<file path="src/hdl/fbmv_pkg.sv">
// ----------------------------------------------------------------------------
// fbmv_pkg
// Shared types, constants and helper functions for the fractal value noise unit.
// ----------------------------------------------------------------------------
package fbmv_pkg;

    localparam int MAX_OCT   = 8;
    localparam int OCT_W     = 3;
    localparam int FRAC_W    = 16;
    localparam int COORD_W   = 24;
    localparam int FREQ_W    = 32;
    localparam int NOISE_W   = 18;
    localparam int SUM_W     = 26;
    localparam int RECIP_W   = 21;
    localparam int RECIP_SH  = 20;
    localparam int CELL_STG  = 9;

    // register indexes of the configuration port
    localparam logic [1:0] REG_BASE_FREQ = 2'd0;
    localparam logic [1:0] REG_OCT_NUM   = 2'd1;
    localparam logic [1:0] REG_RIDGED    = 2'd2;

    localparam logic [31:0] FNV_OFFSET = 32'd2166136261;
    localparam logic [31:0] FNV_PRIME  = 32'd16777619;
    localparam logic [31:0] MIX_MULT   = 32'd1274126177;

    typedef logic [MAX_OCT-1:0][FREQ_W-1:0] freq_tab_t;

    typedef struct packed {
        logic signed [COORD_W-1:0] x;
        logic signed [COORD_W-1:0] y;
        logic signed [COORD_W-1:0] z;
        logic signed [SUM_W-1:0]   sum;
    } carry_t;

    typedef struct packed {
        logic [3:0] oct_num;   // already limited to 0..MAX_OCT
        logic       ridged;
    } cell_cfg_t;

    function automatic logic [31:0] fnv_step(input logic [31:0] h, input logic [31:0] v);
        logic [31:0] p;
        p = (h ^ v) * FNV_PRIME;
        return p;
    endfunction

    // a + floor((b - a) * w / 2^16)
    function automatic logic signed [NOISE_W-1:0] blend(input logic signed [NOISE_W-1:0] a,
                                                         input logic signed [NOISE_W-1:0] b,
                                                         input logic [FRAC_W-1:0] w);
        logic signed [NOISE_W:0]   d;
        logic signed [35:0]        p;
        logic signed [NOISE_W+1:0] r;
        d = {b[NOISE_W-1], b} - {a[NOISE_W-1], a};
        p = d * $signed({1'b0, w});
        r = {{2{a[NOISE_W-1]}}, a} + p[35:16];
        return r[NOISE_W-1:0];
    endfunction

    // round(2^20 / (2^k - 1))
    function automatic logic [RECIP_W-1:0] recip(input logic [3:0] k);
        logic [RECIP_W-1:0] r;
        case (k)
            4'd1:    r = 21'd1048576;
            4'd2:    r = 21'd349525;
            4'd3:    r = 21'd149797;
            4'd4:    r = 21'd69905;
            4'd5:    r = 21'd33825;
            4'd6:    r = 21'd16644;
            4'd7:    r = 21'd8257;
            4'd8:    r = 21'd4112;
            default: r = '0;
        endcase
        return r;
    endfunction

endpackage

</file>
<file path="src/hdl/fbmv_freq_gen.sv">
// ----------------------------------------------------------------------------
// fbmv_freq_gen
// Builds the per-octave frequency table from the configuration registers.
// ----------------------------------------------------------------------------
module fbmv_freq_gen
    import fbmv_pkg::*;
(
    input  logic              aclk,
    input  logic              aresetn,
    input  logic              start,
    input  logic [23:0]       base_freq,
    input  logic              ridged,
    output logic              busy,
    output freq_tab_t         freq_tab
);

    localparam logic [1:0] ST_IDLE  = 2'd0;
    localparam logic [1:0] ST_START = 2'd1;
    localparam logic [1:0] ST_STEP  = 2'd2;
    localparam logic [1:0] ST_DIV   = 2'd3;

    logic [1:0]        state_reg, state_next;
    logic [OCT_W-1:0]  idx_reg, idx_next;
    logic [FREQ_W-1:0] fcur_reg, fcur_next;
    logic [FREQ_W-1:0] divx_reg, divx_next;
    logic [FREQ_W-1:0] quo_reg, quo_next;
    logic [2:0]        cnt_reg, cnt_next;
    freq_tab_t         tab_reg, tab_next;

    logic [FREQ_W-1:0] dbl;
    logic [FREQ_W-1:0] rem_lo;
    logic [FREQ_W-1:0] f_ridge;

    always_comb begin
        state_next = state_reg;
        idx_next   = idx_reg;
        fcur_next  = fcur_reg;
        divx_next  = divx_reg;
        quo_next   = quo_reg;
        cnt_next   = cnt_reg;
        tab_next   = tab_reg;
        dbl        = {fcur_reg[FREQ_W-2:0], 1'b0};
        // remainder of the tenth estimate, then 2f plus the corrected tenth
        rem_lo     = divx_reg - ((quo_reg << 3) + (quo_reg << 1));
        f_ridge    = dbl + quo_reg + {{(FREQ_W-1){1'b0}}, (rem_lo > FREQ_W'(9))};
        case (state_reg)
            ST_START: begin
                tab_next[0] = {8'd0, base_freq};
                fcur_next   = {8'd0, base_freq};
                idx_next    = 3'd1;
                state_next  = ST_STEP;
            end
            ST_STEP: begin
                if (idx_reg == '0) begin
                    state_next = ST_IDLE;
                end else if (!ridged) begin
                    tab_next[idx_reg] = dbl;
                    fcur_next         = dbl;
                    idx_next          = idx_reg + 3'd1;
                end else begin
                    // (21f + 5) / 10 = 2f + (f + 5) / 10, tenth by shift-and-add
                    divx_next  = fcur_reg + FREQ_W'(5);
                    cnt_next   = 3'd5;
                    state_next = ST_DIV;
                end
            end
            ST_DIV: begin
                cnt_next = cnt_reg - 3'd1;
                case (cnt_reg)
                    3'd5: quo_next = (divx_reg >> 1) + (divx_reg >> 2);
                    3'd4: quo_next = quo_reg + (quo_reg >> 4);
                    3'd3: quo_next = quo_reg + (quo_reg >> 8);
                    3'd2: quo_next = quo_reg + (quo_reg >> 16);
                    3'd1: quo_next = quo_reg >> 3;
                    default: begin
                        tab_next[idx_reg] = f_ridge;
                        fcur_next         = f_ridge;
                        idx_next          = idx_reg + 3'd1;
                        state_next        = ST_STEP;
                    end
                endcase
            end
            default: begin
                state_next = ST_IDLE;
            end
        endcase
        if (start) begin
            state_next = ST_START;
        end
    end

    always_ff @(posedge aclk) begin
        if (!aresetn) begin
            state_reg <= ST_START;
            idx_reg   <= '0;
        end else begin
            state_reg <= state_next;
            idx_reg   <= idx_next;
        end
    end

    always_ff @(posedge aclk) begin
        fcur_reg <= fcur_next;
        divx_reg <= divx_next;
        quo_reg  <= quo_next;
        cnt_reg  <= cnt_next;
        tab_reg  <= tab_next;
    end

    assign busy     = (state_reg != ST_IDLE);
    assign freq_tab = tab_reg;

endmodule

</file>
<file path="config.mk">
export PLATFORM = sky130hd
export DESIGN_NAME = fbmv_freq_gen
export DESIGN_NICKNAME = d
export VERILOG_FILES = /design/src/hdl/fbmv_pkg.sv /design/src/hdl/fbmv_freq_gen.sv
export SDC_FILE = /design/constraint.sdc
export NUM_CORES = 1
export LEC_CHECK = 0
export BUFFER_PORTS_ARGS = -buffer_cell sky130_fd_sc_hd__buf_2
export CELL_PAD_IN_SITES_DETAIL_PLACEMENT = 1
export CELL_PAD_IN_SITES_GLOBAL_PLACEMENT = 2
export CORE_MARGIN = 10
export CORE_UTILIZATION = 25
export DETAILED_ROUTE_END_ITERATION = 8
export PLACE_DENSITY_LB_ADDON = 0.1
export SLEW_MARGIN = 20
export SYNTH_ARGS = -nofsm -noshare
export SYNTH_HDL_FRONTEND = slang
export SYNTH_SLANG_ARGS = --single-unit
</file>
<file path="constraint.sdc">
create_clock -name aclk -period 17 [get_ports aclk]
set_clock_uncertainty 0.1 [all_clocks]
set_input_delay 0.85 -clock aclk [delete_from_list [all_inputs] [get_ports aclk]]
set_output_delay 0.85 -clock aclk [all_outputs]
set_load 0.1 [all_outputs]
</file>
==> impl_metrics.env <==
export IMPL_worstPathRequired_ps=17210
export IMPL_start_util=0.252
export IMPL_post_cts_buffers=0
export IMPL_antenna_found_initial=4
export IMPL_ys_warnings_count=0
export IMPL_grt_max_degree=65
export IMPL_grt_pass1_vias=19300
export IMPL_finalCritPeriodShare=0.497
export IMPL_stdcell_count=3620
export IMPL_relSlewSlack=0.283
export IMPL_setup_viol_count_final=0
export IMPL_synthToLayoutAreaGrowth_pct=19.7
export IMPL_die_w_um=318
export IMPL_min_period_ps=8450
export IMPL_clk_pin_slew_ps=60
export IMPL_r2r_end="freq_tab[54]$_DFFE_PP_"
export IMPL_io_buffers=284
export IMPL_drtIter0Drc=1105
export IMPL_die_height_um=318
export IMPL_gp_congestion=0.842
export IMPL_drive_above_1_share=0.184
export IMPL_reg2reg_slack_ps=8550
export IMPL_hold_buffers=0
export IMPL_cts_tree="done"
export IMPL_drtAntennaViolNets=0
export IMPL_peakVddDrop_v=0.0000678
export IMPL_insertion_delay_ps=590
export IMPL_nets=2610
export IMPL_p_leak_nw=11.1
export IMPL_synth_edff_count=355
export IMPL_grt_pass1_wl_um=141000
export IMPL_crit_path_start_kind="register"
export IMPL_cts_buffers=44
export IMPL_fillCellCount=9963
export IMPL_synthFlopType="edfxtp_1"
export IMPL_worstPathArrival_ps=8660
export IMPL_synth_top_family_by_area="compound AO/OA/AOI/OAI gates"
export IMPL_crit_fanout=7
export IMPL_vias=18200
export IMPL_cts_resized=0
export IMPL_status="finished, final reports clean"
export IMPL_worst_pin_slew_ps=1050
export IMPL_tns_ps=0
export IMPL_synth_xor_area_frac=0.0452
export IMPL_multi_input_area_um2=10900
export IMPL_grt_overflow=0
export IMPL_syn_area_um2=22200
export IMPL_clock_sinks=360
export IMPL_dpl_hpwl_um=74200
export IMPL_dp_cells=3539
export IMPL_row_count=109
export IMPL_maxCapViolations=0
export IMPL_min_from="start"
export IMPL_synth_seq_area_share=0.484
export IMPL_synthAdderAreaFrac=0.102
export IMPL_routed_wl_um=97400
export IMPL_endpoint_kind="register"
export IMPL_reg2reg_from="quo_reg[27]$_DFFE_PP_"
export IMPL_crit_type="reg2reg"
export IMPL_largest_reg_flops=256
export IMPL_cts_max_level=2
export IMPL_slew_viol_final=0
export IMPL_post_drt_via_cell_ratio=5.04
export IMPL_synth_avg_cell_area_um2=10.4
export IMPL_crit_path_end="freq_tab[54]$_DFFE_PP_"
export IMPL_clockRootBuffer="clkbuf_16"
export IMPL_synthCells=2141
export IMPL_core_um2=88200
export IMPL_rsz0062_at_grt="false"
export IMPL_async_reset_ff_frac=0
export IMPL_final_hold_violation_count=0
export IMPL_synth_compound_area_frac=0.172
export IMPL_syn_num_nets=2331
export IMPL_wire_per_inst_um=26.9
export IMPL_hold_path_class="in2reg"
export IMPL_clockBufferDepth=3
export IMPL_ios=285
export IMPL_rr_worst_depth=24
export IMPL_synthMuxAreaShare=0.0267
export IMPL_final_seq_area_um2=10800
export IMPL_synthSimpleGateAreaFrac=0.140
export IMPL_cp_startpoint="quo_reg[27]$_DFFE_PP_"
export IMPL_antenna_cells=0
export IMPL_synthDistinctLibCells=86
export IMPL_fmax_mhz=118
export IMPL_p_per_area_nw_per_um2=95.8
export IMPL_ys_ff_latch=360
export IMPL_die_area_um2=101000
export IMPL_post_route_util=0.301
export IMPL_drt_pass1_iter_count=5
export IMPL_grt_total_usage=0.185
export IMPL_drc_errors=0
metal layers:
metal,GRT usage,vias up,part of all wire
met5,0,-,0.00056
met4,0.0466,8,0.025
met3,0.0291,98,0.038
met2,0.326,328,0.50
met1,0.233,9349,0.44
li1,-,8458,-
critical path, stage by stage (launching register included):
cell and delay (ps):
edfxtp_1 760, inv_1 240, fa_1 550, ha_1 360
nand2b_1 140, a21boi_0 410, o22ai_1 150, or3_1 440
or4_1 500, nor3_2 170, o2111ai_1 120, nor4_1 300
and3_1 200, nand4_1 330, ha_1 390, fa_1 450
a211oi_1 260, nor2_1 140, o31ai_1 400, o221ai_2 300
o31ai_4 360, o21bai_1 120, xor2_1 180, mux2i_1 670
nor2_1 120
worst min path at each step:
stage / end / slack (ps) / depth (start not counted)
after floorplan: divx_reg[31]$_DFFE_PP_ / 430 / 1
after global placement: freq_tab[25]$_SDFFCE_PP0P_ / 470 / 2
after detailed placement: freq_tab[25]$_SDFFCE_PP0P_ / 490 / 2
after CTS: state_reg[1]$_SDFFE_PP0P_ / 320 / 2
after global routing: state_reg[1]$_SDFFE_PP0P_ / 340 / 2
final: state_reg[1]$_SDFFE_PP0P_ / 370 / 2
layout by cell type, fill, tap and decap left out, drive strengths merged, types with 47 or more instances in the layout:
| cell type | synthesis | routed |
|---|---|---|
| buf | 10 | 327 |
| ha | 131 | 131 |
| nor2 | 346 | 346 |
| a21oi | 152 | 152 |
| clkbuf | 84 | 55 |
| mux2i | 49 | 49 |
| edfxtp | 355 | 355 |
| xnor2 | 69 | 69 |
| inv | 77 | 78 |
| o21ai | 108 | 108 |
| nand3 | 47 | 47 |
| a21o | 69 | 69 |
| nand2 | 152 | 152 |
final cells by class:
type	instances	share of cell area
Inverter	78	0.0110
Sequential cell	360	0.405
Timing Repair Buffer	327	0.0661
Clock inverter	26	0.00932
Clock buffer	55	0.0434
Multi-Input combinational cell	1609	0.410
Tap cell	1165	0.0548
Yosys cell counts (all sizes together), types with 39 or more instances:
cell type,instances,area [um^2]
edfxtp,355,10700
o21ai,108,544
nor2,346,1300
a21o,69,518
nor3,39,205
ha,131,1640
clkbuf,84,317
xnor2,69,604
nand3,47,235
xor2,44,400
nand2,152,571
inv,77,289
a21oi,152,768
mux2i,49,503
stage by stage:
stage | area (um^2) | worst slack, ps | hold slack, ps | total power, mW
finish | 26600 | 8550 | 365 | 2.55
global route | 26600 | 7880 | 345 | 2.65
CTS | 26600 | 8480 | 320 | 2.58
detailed placement | 25200 | 8480 | 490 | 1.62
global placement | 25200 | 8570 | 473 | 1.62
floorplan | 22200 | 10790 | 427 | 1.42
cell families after synthesis:
kind of cell / after synthesis
compound gates: 569
xor+xnor: 113
fa+ha+maj: 162
buf+inv: 172
flops: 360
mux: 57
simple gates: 708
where the power goes:
group	total [mW]	switching (mW)	internal [mW]	leakage, nW
sequential	1.06	0.0482	1.01	3.81
combinational	0.546	0.391	0.156	6.64
clock	0.943	0.413	0.531	0.678
total	2.55	0.852	1.69	11.1
Note: power is estimated with default switching activity, not from simulation.
